<file path="src/hw/rtl/multitouch_gesture_event_generator_core_assert.svh">
// Assertion helpers for the gesture event generator.
`ifndef MULTITOUCH_GESTURE_EVENT_GENERATOR_CORE_ASSERT_SVH
`define MULTITOUCH_GESTURE_EVENT_GENERATOR_CORE_ASSERT_SVH
`ifndef SYNTHESIS
`define MTGEG_ASSERT_RST(label, prop, msg) \
   label: assert property (@(posedge clock) disable iff (reset) prop) else $error(msg);
`define MTGEG_ASSERT_CLK(label, prop, msg) \
   label: assert property (@(posedge clock) prop) else $error(msg);
`else
`define MTGEG_ASSERT_RST(label, prop, msg)
`define MTGEG_ASSERT_CLK(label, prop, msg)
`endif
`endif

</file>
<file path="src/hw/rtl/mtgeg_pkg.sv">
package mtgeg_pkg;

   localparam int DIVIDEND_W = 32;
   localparam int DIVISOR_W  = 16;
   localparam int COORD_W    = 16;
   localparam int VALUE_W    = 18;
   localparam int CSR_IDX_W  = 1;

   localparam logic [VALUE_W-1:0] PRESSURE_VALUE = 18'd100;

   localparam logic [CSR_IDX_W-1:0] CSR_PROTOCOL_KIND    = 1'b0;
   localparam logic [CSR_IDX_W-1:0] CSR_TRACKING_ID_BASE = 1'b1;

   localparam logic [1:0] GEST_HOLD         = 2'd0;
   localparam logic [1:0] GEST_MOVE_HOLD    = 2'd1;
   localparam logic [1:0] GEST_MOVE_RELEASE = 2'd2;

   localparam logic PROTO_ANON    = 1'b0;

   typedef enum logic [1:0] {
      MODE_DOWN    = 2'd0,
      MODE_ADVANCE = 2'd1,
      MODE_MOVE    = 2'd2,
      MODE_RELEASE = 2'd3
   } mode_type;

   typedef enum logic [2:0] {
      EV_PRESSURE    = 3'd0,
      EV_POS_X       = 3'd1,
      EV_POS_Y       = 3'd2,
      EV_TRACK       = 3'd3,
      EV_CONTACT_END = 3'd4,
      EV_FRAME_END   = 3'd5,
      EV_BUTTON      = 3'd6,
      EV_SLOT_SEL    = 3'd7
   } ev_kind_type;

   typedef enum logic [2:0] {
      VS_ZERO  = 3'd0,
      VS_ONE   = 3'd1,
      VS_PRESS = 3'd2,
      VS_NOWX  = 3'd3,
      VS_NOWY  = 3'd4,
      VS_IDX   = 3'd5,
      VS_TRACK = 3'd6,
      VS_LIFT  = 3'd7
   } val_sel_type;

   typedef enum logic [1:0] {
      PTR_HOLD  = 2'd0,
      PTR_ZERO  = 2'd1,
      PTR_FOUND = 2'd2,
      PTR_INC   = 2'd3
   } ptr_sel_type;

   typedef struct packed {
      logic        capture;
      ptr_sel_type ptr_sel;
      logic        set_grant;
      logic        claim;
      logic        act_inc;
      logic        act_dec;
      logic        free;
      logic        write_move;
      logic        write_step;
      logic        clr_gesture;
      logic        mul;
      logic        div_start;
      logic        keep;
      logic        sel_y;
      logic        emit;
      ev_kind_type ev_kind;
      val_sel_type val_sel;
   } dp_cmd_type;

   typedef struct packed {
      mode_type   mode;
      logic       slot_ok;
      logic       proto;
      logic       found_ok;
      logic       busy_at;
      logic [1:0] gesture_at;
      logic       step_less;
      logic       ptr_last;
      logic       act_one;
      logic       act_zero;
      logic       div_busy;
      logic       out_free;
   } dp_status_type;

endpackage

</file>
<file path="src/hw/rtl/mtgeg_div.sv">
module mtgeg_div import mtgeg_pkg::*; (
   input  logic                  clock,
   input  logic                  reset,
   input  logic                  start,
   input  logic [DIVIDEND_W-1:0] dividend,
   input  logic [DIVISOR_W-1:0]  divisor,
   output logic                  busy,
   output logic [DIVIDEND_W-1:0] quotient
);

   localparam int CNT_W = $clog2(DIVIDEND_W + 1);

   logic                  busy_ff;
   logic [CNT_W-1:0]      cnt_ff;
   logic [DIVISOR_W-1:0]  rem_ff;
   logic [DIVIDEND_W-1:0] quo_ff;
   logic [DIVISOR_W:0]    shifted;
   logic [DIVISOR_W:0]    trial;
   logic                  fit;

   // one quotient bit per cycle, restoring
   assign shifted = {rem_ff, quo_ff[DIVIDEND_W-1]};
   assign fit     = shifted >= {1'b0, divisor};
   assign trial   = shifted - {1'b0, divisor};

   always_ff @(posedge clock) begin
      if (reset) begin
         busy_ff <= 1'b0;
         cnt_ff  <= '0;
      end else if (start) begin
         busy_ff <= 1'b1;
         cnt_ff  <= CNT_W'(DIVIDEND_W);
      end else if (busy_ff) begin
         cnt_ff <= cnt_ff - CNT_W'(1);
         if (cnt_ff == CNT_W'(1)) begin
            busy_ff <= 1'b0;
         end
      end
   end

   always_ff @(posedge clock) begin
      if (start) begin
         rem_ff <= '0;
         quo_ff <= dividend;
      end else if (busy_ff) begin
         rem_ff <= fit ? trial[DIVISOR_W-1:0] : shifted[DIVISOR_W-1:0];
         quo_ff <= {quo_ff[DIVIDEND_W-2:0], fit};
      end
   end

   assign busy     = busy_ff;
   assign quotient = quo_ff;

endmodule

</file>
<file path="src/hw/rtl/mtgeg_dp.sv">
module mtgeg_dp import mtgeg_pkg::*; #(
   parameter int SLOT_COUNT = 9
) (
   input  logic                        clock,
   input  logic                        reset,
   input  logic [1:0]                  req_mode,
   input  logic [3:0]                  req_slot,
   input  logic [COORD_W-1:0]          req_begin_x,
   input  logic [COORD_W-1:0]          req_begin_y,
   input  logic [COORD_W-1:0]          req_target_x,
   input  logic [COORD_W-1:0]          req_target_y,
   input  logic [COORD_W-1:0]          req_step_total,
   input  logic [1:0]                  req_gesture,
   input  logic [COORD_W-1:0]          req_move_x,
   input  logic [COORD_W-1:0]          req_move_y,
   output logic                        rsp_valid,
   input  logic                        rsp_stall,
   output logic [2:0]                  rsp_event_kind,
   output logic signed [VALUE_W-1:0]   rsp_event_value,
   output logic                        rsp_last,
   output logic [3:0]                  rsp_granted_slot,
   output logic                        rsp_no_free_slot,
   input  logic                        csr_valid,
   output logic                        csr_ready,
   input  logic [CSR_IDX_W-1:0]        csr_index,
   input  logic [COORD_W-1:0]          csr_data,
   input  dp_cmd_type                  cmd,
   output dp_status_type               status
);

   localparam int SW = (SLOT_COUNT > 1) ? $clog2(SLOT_COUNT) : 1;

   logic                 proto_ff;
   logic [COORD_W-1:0]   base_ff;
   mode_type             mode_ff;
   logic [3:0]           slot_ff;
   logic [COORD_W-1:0]   bx_ff, by_ff, tx_ff, ty_ff, steps_ff, mx_ff, my_ff;
   logic [1:0]           gest_in_ff;
   logic [SW-1:0]        ptr_ff;
   logic [SLOT_COUNT-1:0] busy_ff;
   logic [1:0]           gest_ff [SLOT_COUNT];
   logic [COORD_W-1:0]   start_x_ff [SLOT_COUNT];
   logic [COORD_W-1:0]   start_y_ff [SLOT_COUNT];
   logic [COORD_W-1:0]   end_x_ff [SLOT_COUNT];
   logic [COORD_W-1:0]   end_y_ff [SLOT_COUNT];
   logic [COORD_W-1:0]   now_x_ff [SLOT_COUNT];
   logic [COORD_W-1:0]   now_y_ff [SLOT_COUNT];
   logic [COORD_W-1:0]   total_ff [SLOT_COUNT];
   logic [COORD_W-1:0]   done_ff [SLOT_COUNT];
   logic [3:0]           active_ff;
   logic [3:0]           grant_ff;
   logic                 nofree_ff;
   logic signed [33:0]   prod_ff;
   logic signed [33:0]   prod_in;
   logic [COORD_W-1:0]   ix_ff, iy_ff;
   logic                 out_valid_ff;
   ev_kind_type          out_kind_ff;
   logic [VALUE_W-1:0]   out_value_ff;
   logic                 out_last_ff;
   logic [3:0]           out_grant_ff;
   logic                 out_nofree_ff;

   logic [SW-1:0]        found;
   logic                 found_ok;
   logic [COORD_W-1:0]   s_sel, e_sel, k_val, offset, interp;
   logic signed [16:0]   diff;
   logic [33:0]          magn;
   logic                 neg;
   logic                 div_busy;
   logic [DIVIDEND_W-1:0] quotient;
   logic [VALUE_W-1:0]   value;
   logic                 out_free;

   // lowest free slot
   always_comb begin
      found    = '0;
      found_ok = 1'b0;
      for (int i = SLOT_COUNT - 1; i >= 0; i--) begin
         if (!busy_ff[i]) begin
            found    = SW'(i);
            found_ok = 1'b1;
         end
      end
   end

   assign s_sel  = cmd.sel_y ? start_y_ff[ptr_ff] : start_x_ff[ptr_ff];
   assign e_sel  = cmd.sel_y ? end_y_ff[ptr_ff] : end_x_ff[ptr_ff];
   assign k_val  = done_ff[ptr_ff] + COORD_W'(1);
   assign diff   = $signed({1'b0, e_sel}) - $signed({1'b0, s_sel});
   assign prod_in = diff * $signed({1'b0, k_val});
   assign neg    = prod_ff[33];
   assign magn   = neg ? (34'd0 - prod_ff) : prod_ff;
   assign offset = neg ? (COORD_W'(0) - quotient[COORD_W-1:0]) : quotient[COORD_W-1:0];
   assign interp = s_sel + offset;

   mtgeg_div u_div (
      .clock    (clock),
      .reset    (reset),
      .start    (cmd.div_start),
      .dividend (magn[DIVIDEND_W-1:0]),
      .divisor  (total_ff[ptr_ff]),
      .busy     (div_busy),
      .quotient (quotient)
   );

   always_comb begin
      unique case (cmd.val_sel)
         VS_ZERO:  value = '0;
         VS_ONE:   value = VALUE_W'(1);
         VS_PRESS: value = PRESSURE_VALUE;
         VS_NOWX:  value = VALUE_W'(now_x_ff[ptr_ff]);
         VS_NOWY:  value = VALUE_W'(now_y_ff[ptr_ff]);
         VS_IDX:   value = VALUE_W'(ptr_ff);
         VS_TRACK: value = VALUE_W'({1'b0, base_ff} + 17'(ptr_ff));
         VS_LIFT:  value = '1;
         default:  value = '0;
      endcase
   end

   assign out_free = !out_valid_ff || !rsp_stall;

   // control state
   always_ff @(posedge clock) begin
      if (reset) begin
         proto_ff     <= 1'b0;
         base_ff      <= '0;
         busy_ff      <= '0;
         active_ff    <= '0;
         out_valid_ff <= 1'b0;
         for (int i = 0; i < SLOT_COUNT; i++) begin
            gest_ff[i] <= GEST_HOLD;
         end
      end else begin
         if (csr_valid) begin
            unique case (csr_index)
               CSR_PROTOCOL_KIND:    proto_ff <= csr_data[0];
               CSR_TRACKING_ID_BASE: base_ff  <= csr_data;
               default:              base_ff  <= base_ff;
            endcase
         end
         if (cmd.claim) begin
            busy_ff[found] <= 1'b1;
            gest_ff[found] <= gest_in_ff;
         end
         if (cmd.free) begin
            busy_ff[ptr_ff] <= 1'b0;
         end
         if (cmd.clr_gesture) begin
            gest_ff[ptr_ff] <= GEST_HOLD;
         end
         if (cmd.act_inc) begin
            active_ff <= active_ff + 4'd1;
         end else if (cmd.act_dec) begin
            active_ff <= active_ff - 4'd1;
         end
         if (cmd.emit) begin
            out_valid_ff <= 1'b1;
         end else if (!rsp_stall) begin
            out_valid_ff <= 1'b0;
         end
      end
   end

   // payload
   always_ff @(posedge clock) begin
      if (cmd.capture) begin
         mode_ff    <= mode_type'(req_mode);
         slot_ff    <= req_slot;
         bx_ff      <= req_begin_x;
         by_ff      <= req_begin_y;
         tx_ff      <= req_target_x;
         ty_ff      <= req_target_y;
         steps_ff   <= req_step_total;
         gest_in_ff <= req_gesture;
         mx_ff      <= req_move_x;
         my_ff      <= req_move_y;
         ptr_ff     <= req_slot[SW-1:0];
         grant_ff   <= '0;
         nofree_ff  <= 1'b0;
      end else begin
         unique case (cmd.ptr_sel)
            PTR_HOLD:  ptr_ff <= ptr_ff;
            PTR_ZERO:  ptr_ff <= '0;
            PTR_FOUND: ptr_ff <= found;
            PTR_INC:   ptr_ff <= ptr_ff + SW'(1);
            default:   ptr_ff <= ptr_ff;
         endcase
      end
      if (cmd.set_grant) begin
         grant_ff  <= found_ok ? 4'(found) : 4'd0;
         nofree_ff <= !found_ok;
      end
      if (cmd.claim) begin
         start_x_ff[found] <= bx_ff;
         start_y_ff[found] <= by_ff;
         end_x_ff[found]   <= tx_ff;
         end_y_ff[found]   <= ty_ff;
         now_x_ff[found]   <= bx_ff;
         now_y_ff[found]   <= by_ff;
         total_ff[found]   <= steps_ff;
         done_ff[found]    <= '0;
      end
      if (cmd.write_move) begin
         now_x_ff[ptr_ff] <= mx_ff;
         now_y_ff[ptr_ff] <= my_ff;
      end
      if (cmd.write_step) begin
         now_x_ff[ptr_ff] <= ix_ff;
         now_y_ff[ptr_ff] <= iy_ff;
         done_ff[ptr_ff]  <= k_val;
      end
      if (cmd.mul) begin
         prod_ff <= prod_in;
      end
      if (cmd.keep) begin
         if (cmd.sel_y) begin
            iy_ff <= interp;
         end else begin
            ix_ff <= interp;
         end
      end
      // grant fields travel with the word so a stalled word stays put
      if (cmd.emit) begin
         out_kind_ff   <= cmd.ev_kind;
         out_value_ff  <= value;
         out_last_ff   <= (cmd.ev_kind == EV_FRAME_END);
         out_grant_ff  <= grant_ff;
         out_nofree_ff <= nofree_ff;
      end
   end

   assign status.mode       = mode_ff;
   assign status.slot_ok    = slot_ff < 4'(SLOT_COUNT);
   assign status.proto      = proto_ff;
   assign status.found_ok   = found_ok;
   assign status.busy_at    = busy_ff[ptr_ff];
   assign status.gesture_at = gest_ff[ptr_ff];
   assign status.step_less  = done_ff[ptr_ff] < total_ff[ptr_ff];
   assign status.ptr_last   = ptr_ff == SW'(SLOT_COUNT - 1);
   assign status.act_one    = active_ff == 4'd1;
   assign status.act_zero   = active_ff == 4'd0;
   assign status.div_busy   = div_busy;
   assign status.out_free   = out_free;

   assign csr_ready        = 1'b1;
   assign rsp_valid        = out_valid_ff;
   assign rsp_event_kind   = out_kind_ff;
   assign rsp_event_value  = $signed(out_value_ff);
   assign rsp_last         = out_last_ff;
   assign rsp_granted_slot = out_grant_ff;
   assign rsp_no_free_slot = out_nofree_ff;

endmodule

</file>
<file path="src/hw/rtl/mtgeg_ctrl.sv">
module mtgeg_ctrl import mtgeg_pkg::*; (
   input  logic          clock,
   input  logic          reset,
   input  logic          req_valid,
   output logic          req_stall,
   input  dp_status_type status,
   output dp_cmd_type    cmd
);

   typedef enum logic [4:0] {
      ST_IDLE, ST_DECODE, ST_MUL_X, ST_DIV_X, ST_WAIT_X, ST_MUL_Y, ST_DIV_Y,
      ST_WAIT_Y, ST_COMMIT, ST_SCAN, ST_C_PRESS, ST_C_X, ST_C_Y, ST_C_TRK,
      ST_C_END, ST_E_SEL, ST_E_TRACK, ST_E_X, ST_E_Y, ST_E_PRESS, ST_E_LIFT,
      ST_E_CEND, ST_E_BTN1, ST_E_BTN0, ST_E_FRAME
   } state_type;

   typedef enum logic [1:0] {
      RUN_DOWN, RUN_MOVE, RUN_REL
   } run_type;

   state_type state_ff, state_in, tail;
   run_type   run_ff, run_in;
   logic      rel_go, step_go;

   always_ff @(posedge clock) begin
      if (reset) begin
         state_ff <= ST_IDLE;
         run_ff   <= RUN_DOWN;
      end else begin
         state_ff <= state_in;
         run_ff   <= run_in;
      end
   end

   // closing events of an anonymous run
   always_comb begin
      unique case (run_ff)
         RUN_DOWN: tail = status.act_one ? ST_E_BTN1 : ST_E_FRAME;
         RUN_REL:  tail = status.act_zero ? ST_E_CEND : ST_E_FRAME;
         default:  tail = ST_E_FRAME;
      endcase
   end

   assign step_go = status.busy_at && (status.gesture_at != GEST_HOLD) && status.step_less;
   assign rel_go  = (status.mode == MODE_RELEASE) ||
                    ((status.mode == MODE_ADVANCE) && status.busy_at && !status.step_less &&
                     (status.gesture_at == GEST_MOVE_RELEASE));

   always_comb begin
      cmd      = '0;
      state_in = state_ff;
      run_in   = run_ff;
      unique case (state_ff)
         ST_IDLE: begin
            cmd.capture = req_valid;
            if (req_valid) begin
               state_in = ST_DECODE;
            end
         end
         ST_DECODE: begin
            state_in = ST_IDLE;
            if (status.mode == MODE_DOWN) begin
               cmd.set_grant = 1'b1;
               run_in        = RUN_DOWN;
               if (status.proto == PROTO_ANON) begin
                  cmd.claim   = status.found_ok;
                  cmd.act_inc = status.found_ok;
                  cmd.ptr_sel = PTR_ZERO;
                  state_in    = ST_SCAN;
               end else if (status.found_ok) begin
                  cmd.claim   = 1'b1;
                  cmd.ptr_sel = PTR_FOUND;
                  state_in    = ST_E_SEL;
               end
            end else if (!status.slot_ok) begin
               state_in = ST_IDLE;
            end else if (status.mode == MODE_MOVE) begin
               cmd.write_move = 1'b1;
               run_in         = RUN_MOVE;
               if (status.proto == PROTO_ANON) begin
                  cmd.ptr_sel = PTR_ZERO;
                  state_in    = ST_SCAN;
               end else if (status.busy_at) begin
                  state_in = ST_E_SEL;
               end
            end else if (rel_go) begin
               run_in = RUN_REL;
               if (status.proto == PROTO_ANON) begin
                  cmd.free    = status.busy_at;
                  cmd.act_dec = status.busy_at;
                  cmd.ptr_sel = PTR_ZERO;
                  state_in    = ST_SCAN;
               end else if (status.busy_at) begin
                  cmd.free = 1'b1;
                  state_in = ST_E_SEL;
               end
            end else if (step_go) begin
               state_in = ST_MUL_X;
            end else if (status.busy_at && (status.gesture_at == GEST_MOVE_HOLD)) begin
               cmd.clr_gesture = 1'b1;
            end
         end
         ST_MUL_X: begin
            cmd.mul  = 1'b1;
            state_in = ST_DIV_X;
         end
         ST_DIV_X: begin
            cmd.div_start = 1'b1;
            state_in      = ST_WAIT_X;
         end
         ST_WAIT_X: begin
            if (!status.div_busy) begin
               cmd.keep = 1'b1;
               state_in = ST_MUL_Y;
            end
         end
         ST_MUL_Y: begin
            cmd.mul   = 1'b1;
            cmd.sel_y = 1'b1;
            state_in  = ST_DIV_Y;
         end
         ST_DIV_Y: begin
            cmd.div_start = 1'b1;
            cmd.sel_y     = 1'b1;
            state_in      = ST_WAIT_Y;
         end
         ST_WAIT_Y: begin
            cmd.sel_y = 1'b1;
            if (!status.div_busy) begin
               cmd.keep = 1'b1;
               state_in = ST_COMMIT;
            end
         end
         ST_COMMIT: begin
            cmd.write_step = 1'b1;
            run_in         = RUN_MOVE;
            if (status.proto == PROTO_ANON) begin
               cmd.ptr_sel = PTR_ZERO;
               state_in    = ST_SCAN;
            end else begin
               state_in = ST_E_SEL;
            end
         end
         ST_SCAN: begin
            if (status.busy_at) begin
               state_in = ST_C_PRESS;
            end else if (status.ptr_last) begin
               state_in = tail;
            end else begin
               cmd.ptr_sel = PTR_INC;
            end
         end
         ST_C_PRESS, ST_C_X, ST_C_Y, ST_C_TRK, ST_C_END,
         ST_E_SEL, ST_E_TRACK, ST_E_X, ST_E_Y, ST_E_PRESS, ST_E_LIFT,
         ST_E_CEND, ST_E_BTN1, ST_E_BTN0, ST_E_FRAME: begin
            cmd.emit = status.out_free;
            unique case (state_ff)
               ST_C_PRESS: begin
                  cmd.ev_kind = EV_PRESSURE;    cmd.val_sel = VS_PRESS;
                  state_in = ST_C_X;
               end
               ST_C_X: begin
                  cmd.ev_kind = EV_POS_X;       cmd.val_sel = VS_NOWX;
                  state_in = ST_C_Y;
               end
               ST_C_Y: begin
                  cmd.ev_kind = EV_POS_Y;       cmd.val_sel = VS_NOWY;
                  state_in = ST_C_TRK;
               end
               ST_C_TRK: begin
                  cmd.ev_kind = EV_TRACK;       cmd.val_sel = VS_IDX;
                  state_in = ST_C_END;
               end
               ST_C_END: begin
                  cmd.ev_kind = EV_CONTACT_END; cmd.val_sel = VS_ZERO;
                  if (status.ptr_last) begin
                     state_in = tail;
                  end else begin
                     cmd.ptr_sel = status.out_free ? PTR_INC : PTR_HOLD;
                     state_in    = ST_SCAN;
                  end
               end
               ST_E_SEL: begin
                  cmd.ev_kind = EV_SLOT_SEL;    cmd.val_sel = VS_IDX;
                  unique case (run_ff)
                     RUN_DOWN: state_in = ST_E_TRACK;
                     RUN_REL:  state_in = ST_E_LIFT;
                     default:  state_in = ST_E_X;
                  endcase
               end
               ST_E_TRACK: begin
                  cmd.ev_kind = EV_TRACK;       cmd.val_sel = VS_TRACK;
                  state_in = ST_E_X;
               end
               ST_E_X: begin
                  cmd.ev_kind = EV_POS_X;       cmd.val_sel = VS_NOWX;
                  state_in = ST_E_Y;
               end
               ST_E_Y: begin
                  cmd.ev_kind = EV_POS_Y;       cmd.val_sel = VS_NOWY;
                  state_in = ST_E_PRESS;
               end
               ST_E_PRESS: begin
                  cmd.ev_kind = EV_PRESSURE;    cmd.val_sel = VS_PRESS;
                  state_in = ST_E_FRAME;
               end
               ST_E_LIFT: begin
                  cmd.ev_kind = EV_TRACK;       cmd.val_sel = VS_LIFT;
                  state_in = ST_E_FRAME;
               end
               ST_E_CEND: begin
                  cmd.ev_kind = EV_CONTACT_END; cmd.val_sel = VS_ZERO;
                  state_in = ST_E_BTN0;
               end
               ST_E_BTN1: begin
                  cmd.ev_kind = EV_BUTTON;      cmd.val_sel = VS_ONE;
                  state_in = ST_E_FRAME;
               end
               ST_E_BTN0: begin
                  cmd.ev_kind = EV_BUTTON;      cmd.val_sel = VS_ZERO;
                  state_in = ST_E_FRAME;
               end
               default: begin
                  cmd.ev_kind = EV_FRAME_END;   cmd.val_sel = VS_ZERO;
                  state_in = ST_IDLE;
               end
            endcase
            // stalled output: hold everything
            if (!status.out_free) begin
               state_in    = state_ff;
               cmd.ptr_sel = PTR_HOLD;
            end
         end
         default: state_in = ST_IDLE;
      endcase
   end

   assign req_stall = state_ff != ST_IDLE;

endmodule

</file>
<file path="src/hw/rtl/multitouch_gesture_event_generator_core.sv">
// channel  | handshake                 | words
// req_     | req_valid / req_stall     | one command (down, advance, move, release)
// rsp_     | rsp_valid / rsp_stall     | one report event, rsp_last on the frame end
// csr_     | csr_valid / csr_ready     | register index and data, always ready
//
// One command at a time: it is captured and decoded, then the anonymous scan
// walks the slots and events go out one by one (up to 5*SLOT_COUNT+2 events).
// Advance with a step interpolates x then y on one 32-step shift-subtract
// divider (multiply, divide, wait per axis), then writes both back to the slot.
// Reset is synchronous; slot stores need no clearing pass.
// A stalled rsp_ word holds the sequencer in place; req_stall stays high until
// the frame end is handed to the output register, or a silent command is decoded.
`include "multitouch_gesture_event_generator_core_assert.svh"
module multitouch_gesture_event_generator_core import mtgeg_pkg::*; #(
   parameter int SLOT_COUNT = 9
) (
   input  logic                       clock,
   input  logic                       reset,
   input  logic                       req_valid,
   output logic                       req_stall,
   input  logic [1:0]                 req_mode,
   input  logic [3:0]                 req_slot,
   input  logic [15:0]                req_begin_x,
   input  logic [15:0]                req_begin_y,
   input  logic [15:0]                req_target_x,
   input  logic [15:0]                req_target_y,
   input  logic [15:0]                req_step_total,
   input  logic [1:0]                 req_gesture,
   input  logic [15:0]                req_move_x,
   input  logic [15:0]                req_move_y,
   output logic                       rsp_valid,
   input  logic                       rsp_stall,
   output logic [2:0]                 rsp_event_kind,
   output logic signed [17:0]         rsp_event_value,
   output logic                       rsp_last,
   output logic [3:0]                 rsp_granted_slot,
   output logic                       rsp_no_free_slot,
   input  logic                       csr_valid,
   output logic                       csr_ready,
   input  logic [CSR_IDX_W-1:0]       csr_index,
   input  logic [15:0]                csr_data
);

   dp_cmd_type    dp_cmd;
   dp_status_type dp_status;

   mtgeg_ctrl u_ctrl (
      .clock     (clock),
      .reset     (reset),
      .req_valid (req_valid),
      .req_stall (req_stall),
      .status    (dp_status),
      .cmd       (dp_cmd)
   );

   mtgeg_dp #(
      .SLOT_COUNT (SLOT_COUNT)
   ) u_dp (
      .clock            (clock),
      .reset            (reset),
      .req_mode         (req_mode),
      .req_slot         (req_slot),
      .req_begin_x      (req_begin_x),
      .req_begin_y      (req_begin_y),
      .req_target_x     (req_target_x),
      .req_target_y     (req_target_y),
      .req_step_total   (req_step_total),
      .req_gesture      (req_gesture),
      .req_move_x       (req_move_x),
      .req_move_y       (req_move_y),
      .rsp_valid        (rsp_valid),
      .rsp_stall        (rsp_stall),
      .rsp_event_kind   (rsp_event_kind),
      .rsp_event_value  (rsp_event_value),
      .rsp_last         (rsp_last),
      .rsp_granted_slot (rsp_granted_slot),
      .rsp_no_free_slot (rsp_no_free_slot),
      .csr_valid        (csr_valid),
      .csr_ready        (csr_ready),
      .csr_index        (csr_index),
      .csr_data         (csr_data),
      .cmd              (dp_cmd),
      .status           (dp_status)
   );

   `MTGEG_ASSERT_RST(a_busy_after_accept, (req_valid && !req_stall) |=> req_stall, "accept did not block")
   `MTGEG_ASSERT_RST(a_emit_needs_room, dp_cmd.emit |-> dp_status.out_free, "event overwrote output")
   `MTGEG_ASSERT_RST(a_last_is_frame, (rsp_valid && rsp_last) |-> (rsp_event_kind == EV_FRAME_END), "last not frame end")
   `MTGEG_ASSERT_RST(a_nofree_grant, (rsp_valid && rsp_no_free_slot) |-> (rsp_granted_slot == 4'd0), "grant with no free slot")

endmodule

</file>
<file path="config.mk">
export PLATFORM = sky130hd
export DESIGN_NAME = multitouch_gesture_event_generator_core
export DESIGN_NICKNAME = d
export VERILOG_FILES = /design/src/hw/rtl/mtgeg_pkg.sv /design/src/hw/rtl/mtgeg_div.sv /design/src/hw/rtl/mtgeg_dp.sv /design/src/hw/rtl/mtgeg_ctrl.sv /design/src/hw/rtl/multitouch_gesture_event_generator_core.sv
export VERILOG_INCLUDE_DIRS = /design/src /design/src/hw/rtl
export SDC_FILE = /design/constraint.sdc
export NUM_CORES = 2
export LEC_CHECK = 0
export ABC_CLOCK_PERIOD_IN_PS = 14100
export BUFFER_PORTS_ARGS = -buffer_cell sky130_fd_sc_hd__buf_2
export CORE_MARGIN = 3
export CORE_UTILIZATION = 40
export CTS_BUF_LIST = sky130_fd_sc_hd__clkbuf_8
export CTS_CLUSTER_DIAMETER = 40
export CTS_CLUSTER_SIZE = 28
export DETAILED_ROUTE_END_ITERATION = 6
export HOLD_SLACK_MARGIN = 0.1
export MAX_ROUTING_LAYER = met4
export PLACE_DENSITY = 0.66
export SLEW_MARGIN = 20
export SYNTH_ARGS = -nofsm -noshare
export SYNTH_HDL_FRONTEND = slang
export SYNTH_SLANG_ARGS = --single-unit
export TNS_END_PERCENT = 5
</file>
<file path="constraint.sdc">
create_clock -name clock -period 14.1 [get_ports clock]
set_input_delay 1.41 -clock clock [delete_from_list [all_inputs] [get_ports clock]]
set_output_delay 1.41 -clock clock [all_outputs]
set_load 0.02 [all_outputs]
</file>
# Word level (Yosys, flattened, before mapping)
# Memory sizes are Yosys's and may differ from the RTL's. A register that Yosys moved wholly into a read port is not among the register bits.
# Cells that the tools add are included.
# totals
in_bits,142
mem_count,9
ff_bits,315
word_cells,328
ram_bits,1170
# classes
magnitude_cmp,7
n_eq_ne,53
n_mul,1
reduce_logical,48
n_mux,159
addsub,11
bitwise,7
# mem_list
memory,depth,width,rd,rd_clocked_by_memory_dff,wr,line,rtl
u_dp.done_ff,9,16,1,1,1,mtgeg_dp.sv:49,logic [COORD_W-1:0] done_ff [SLOT_COUNT];
u_dp.end_x_ff,9,16,1,1,1,mtgeg_dp.sv:44,logic [COORD_W-1:0] end_x_ff [SLOT_COUNT];
u_dp.end_y_ff,9,16,1,1,1,mtgeg_dp.sv:45,logic [COORD_W-1:0] end_y_ff [SLOT_COUNT];
u_dp.now_x_ff,9,16,1,1,1,mtgeg_dp.sv:46,logic [COORD_W-1:0] now_x_ff [SLOT_COUNT];
u_dp.now_y_ff,9,16,1,1,1,mtgeg_dp.sv:47,logic [COORD_W-1:0] now_y_ff [SLOT_COUNT];
u_dp.start_x_ff,9,16,1,1,1,mtgeg_dp.sv:42,logic [COORD_W-1:0] start_x_ff [SLOT_COUNT];
3 more memories,n/a,n/a,n/a,n/a,n/a,n/a,
# ops
operator,n
two-way mux 16 bit,9
one-hot mux 18 bit (8 select lines),1
two-way mux 4 bit,34
one-hot mux 5 bit (11 select lines),2
two-way mux 32 bit,3
two-way mux 5 bit,12
one-hot mux 6 bit (10 select lines),1
two-way mux 1 bit,59
OR reduction 16 bit,3
equality test 5 bit (second input constant),9
equality test 5 x 4 -> 1 bit (second input constant),8
two-way mux 2 bit,19
multiplier 17 x 17 -> 34 bit,1
subtractor 1 x 32 -> 32 bit (first input constant),1
two-way mux 9 bit,3
equality test 5 x 3 -> 1 bit (second input constant),4
OR reduction 2 bit,10
two-way mux 6 bit,3
adder 16 x 4 -> 17 bit,1
>= comparator 17 x 16 -> 1 bit,1
subtractor 16 x 16 -> 17 bit,1
adder 16 x 1 -> 16 bit (second input constant),1
adder 16 bit,1
less-than comparator 16 bit,1
52 further kinds,98

# Logic depth before layout (Yosys ltp)
# logic_depth
depth_word,19
ltp_mapped,46
ltp_nobuf,40

# Modules after synthesis
# A second synthesis with hierarchy kept.
# hier_totals
hier_cells,5542
hier_area_um2,76249.4
# modules_own_cells
module,seq_area_each_um2,n_inst,cells_each,area_each_um2
mtgeg_dp,42570.8,1,5061,71832.6
mtgeg_div,1421.4,1,302,3173.0
mtgeg_ctrl,140.1,1,179,1243.7

# Worst setup path before layout
# OpenSTA, ideal clock, no wires.
# synth_timing
kind,register to register
from,register (tool-made name)
to,register u_dp.prod_ff[33] (data pin)
arrival_ps,11053
setup_time_ps,260
required_ps,13840
path_buffers,9
period_less_slack_ps,11313
stages_incl_launch_ff,44
setup_slack_ps,2787
path_cell_list,dfxtp_1 > buf_6 > buf_2 > buf_4 > buf_4 > buf_4 > buf_2 > buf_2 > buf_2 > mux4_2 > mux4_2 > a21oi_1 > ha_1 > inv_1 > fa_1 > a311oi_1 > o31ai_1 > or3b_1 > (+8 left out) > fa_1 > inv_1 > fa_1 > fa_1 > fa_1 > inv_1 > fa_1 > inv_1 > ha_1 > a21o_1 > a21o_1 > a21oi_1 > inv_1 > or3_1 > a31oi_1 > o31ai_1 > a21oi_1 > xnor2_1
# synth_rtl
element,line,rtl
"end signal, assigned",mtgeg_dp.sv:213,prod_ff <= prod_in;
"end, declared",mtgeg_dp.sv:53,logic signed [33:0] prod_ff;

# Worst setup path after layout
# layout_timing
from,register u_ctrl.state_ff[4]
to,register u_dp.prod_ff[33] (data pin)
# layout_between
elab_chain_len,6
word_cells_on_any_way,9
cone_classes,add/sub: 1; mul: 1; eq/ne: 3; mux: 3; reduce/logical: 1
# layout_rtl
element,line,rtl
"start, declared",mtgeg_ctrl.sv:21,"state_type state_ff, state_in, tail;"
"start signal, assigned",mtgeg_ctrl.sv:30,state_ff <= state_in;
equality test 5 x 3 -> 1 bit,mtgeg_ctrl.sv:53,unique case (state_ff)
OR reduction 3 bit (no line) (*),n/a,
two-way mux 1 bit (*),mtgeg_ctrl.sv:53,
two-way mux 16 bit (on tied branches),"mtgeg_dp.sv:87, mtgeg_dp.sv:86",
subtractor 16 x 16 -> 17 bit (*),mtgeg_dp.sv:89,"assign diff = $signed({1'b0, e_sel}) - $signed({1'b0, s_sel});"
multiplier 17 x 17 -> 34 bit (*),mtgeg_dp.sv:90,"assign prod_in = diff * $signed({1'b0, k_val});"
via u_dp.prod_in[33],mtgeg_dp.sv:54,logic signed [33:0] prod_in;
# Mark *: on every way through the listed nets, which the timed path passes. The rest lies on a longest branch.
# A chain may end at the register's enable or synchronous reset.

==> metrics.md <==
| Metric | Value |
|---|---|
| Status | `finished, violations left` |
| Failing checks | `DRC` |
| Synth top area share | `0.5982` |
| Critical Path End Type | `register` |
| CTS root buf | `clkbuf_8` |
| Minimum clock period | `11.86 ns` |
| Worst-Skew Late Latency | `0.93 ns` |
| Layout Nets | `5622` |
| Pins Over Slew Limit | `0` |
| Cell accounting for the most synthesized area | `edfxtp_1` |
| Via count | `40684` |
| Layout cells sized above 1 | `0.1746` |
| DP HPWL | `116100 um` |
| Total GRT Usage | `0.1940` |
| Final antenna-violating net count | `0` |
| Number of global-route vias before repair | `41366` |
| Buf/Inv on CP | `7` |
| Drt wl/cell | `23.21 um` |
| Height of the die | `430.7 um` |
| Worst Skew | `0.05895 ns` |
| Cell count after synthesis | `4789` |
| Startpoint types | `register` |
| Tcrit/Tclk final | `0.8411` |
| RSZ-0062 raised after global routing | `no` |
| Hold Path Class | `register to register` |
| Most numerous cell in the Yosys netlist | `edfxtp_1` |
| Initial antenna violation count | `13` |
| Post-synth cell types | `77` |
| Metal-1 WL | `72980 um` |
| Most used DFF post-synth | `edfxtp_1` |
| Final hold violations | `0` |
| Netlist Area Pre-Place | `72130 um^2` |
| Synthesized area per cell | `15.06 um^2` |
| RD Place Congestion | `0.8855` |
| Total gr overflow | `0` |
| Slowest CP cell | `a2111oi_0` |
| Iter 0 DRT Violations | `3962` |
| Register bit count reported by yosys | `1502` |
| DR top layer | `met4` |
| Met3 routed WL | `12820 um` |
| Max cap viols | `0` |
| TritonCTS sink count | `1502` |
| WP depth | `36` |
| Pin count of the biggest net entering global routing | `82` |
| Reg clk slew, reported paths | `0.08 ns` |
| Global-route wire length before repair | `261900 um` |
| Syn. warnings | `0` |
| F_max | `0.08432 GHz` |
| CP arrival | `12.49 ns` |
| Family with the most delay on the worst path | `adder cells` |
| Metal2 WL | `82930 um` |
| Cell depth of the worst hold path | `0` |
| Fillers | `15728` |
| Number of port buffers | `170` |
| Drt total wl | `174500 um` |
| Peak fanout along the critical path | `28` |
| CTS tree | `yes` |
| Row cnt | `155` |
| Setup TNS | `0 ns` |
| TritonRoute pass-1 iters | `7` |
| EDFF count, synth | `1437` |
| Top cells by area, synth | `edfxtp_1 60%, mux4_2 9.4%, fa_1 7.9%` |
| TritonCTS Buffers | `145` |
| Worst slew pin tran | `1.197 ns` |
| Top Ports | `172` |
| Worst Path Required | `14.73 ns` |
| Post-CTS setup repair buffer count | `0` |
| Residual DRC | `1` |
| Max stage delay on crit path | `0.75 ns` |
| Die width | `430.7 um` |
| Register-to-Register Path Depth | `36` |
| Full die area | `185500 um^2` |
| Ys async rst share | `0` |
| H-tree depth | `4` |
| Initial Utilization | `0.4034` |
| Vias/cell | `5.413` |
| Normalized max-slew margin | `0.1982` |
| Hold buffers post-CTS | `0` |
| Setup violators final | `0` |
| Sequential-to-total area share from yosys stat | `0.6163` |
| Post-synth top cells | `1437 x edfxtp_1, 421 x nand2_1, 412 x inv_1, 377 x nor2_1, 300 x mux4_2` |
| # resized after CTS | `0` |
| Setup CP Type | `register to register` |
| P&R area growth vs syn | `10.44%` |
| Core region area | `178800 um^2` |
| CTS Buffer Depth | `3` |
## cells by family after synthesis
family | after synthesis | synth area share
muxes | 417 | 0.1100
buffers and inverters | 615 | 0.03301
AOI/OAI and AO/OA | 557 | 0.04810
DFF | 1502 | 0.6163
and+or+nand+nor | 1076 | 0.06446
other | 2 | 0.0001041
adders and majority gates | 450 | 0.1074
xor gates and xnor gates | 170 | 0.02075
## layout by cell type (no fill, tap or decap), drive strengths merged, types with 45 or more instances in the layout
master | Yosys | final
fa | 283 | 283
o21ai | 154 | 154
clkbuf | 138 | 150
nand3 | 58 | 58
a21o | 45 | 45
a21oi | 148 | 148
xor2 | 66 | 66
mux4 | 300 | 300
nand2 | 422 | 422
a31oi | 49 | 49
xnor2 | 104 | 104
edfxtp | 1437 | 1437
clkinv | 2 | 46
ha | 163 | 163
mux2i | 114 | 114
dfxtp | 65 | 65
inv | 413 | 463
buf | 62 | 285
nor2 | 377 | 377
## metal layers
metal	GRT usage	up-vias
li1	-	18069
met1	0.2577	20821
met2	0.3020	1477
met3	0.03752	317
met4	0.06446	0
met5	-	-
## worst paths after layout
path | from | end | slack (ns)
worst min-delay path | u_dp.grant_ff[2] | u_dp.rsp_granted_slot[2] | 0.43
worst max register to register | u_ctrl.state_ff[4] | u_dp.prod_ff[33] | 2.24
worst max-delay path | u_ctrl.state_ff[4] | u_dp.prod_ff[33] | 2.24
worst min register to register | u_dp.grant_ff[2] | u_dp.rsp_granted_slot[2] | 0.43
## through the flow
step	area, um^2	hold slack [ns]	setup slack (ns)	instances	utilization
after global routing	79660	0.4447	1.458	7515	0.4455
after detailed placement	76290	0.4090	2.363	7242	0.4267
after CTS	79630	0.4293	2.261	7511	0.4453
final	79660	0.4271	2.240	7516	0.4455
after floorplan	72180	0.4003	2.787	4802	-
after global placement	76280	0.4135	2.341	7242	0.4266
## final cells by class
class | instances | area, um^2 | area share
Sequential cell | 1502 | 44470 | 0.5582
Timing Repair Buffer | 285 | 1752 | 0.02199
Tap cell | 2355 | 2947 | 0.03699
Multi-Input combinational cell | 2685 | 25590 | 0.3212
Clock buffer | 150 | 2064 | 0.02591
Inverter | 415 | 1563 | 0.01962
Antenna cell | 5 | 12.51 | 0.0001571
Clock inverter | 119 | 1271 | 0.01596
## sequential cells by signal, summed over array words and instances, names as in the netlist, 18 cells and up, named ones only
signal / cells
u_dp.total_ff: 144
u_dp.rsp_event_value: 18
u_dp.end_y_ff: 144
u_dp.u_div.quotient: 32
u_dp.prod_ff: 33
u_dp.end_x_ff: 144
u_dp.now_x_ff: 144
u_dp.start_x_ff: 144
u_dp.now_y_ff: 144
u_dp.start_y_ff: 144
u_dp.done_ff: 144
u_dp.gest_ff: 32
Power is left out: the tool's default activity adds up to more than one toggle a clock period on the data nets, which glitch-free logic cannot reach.
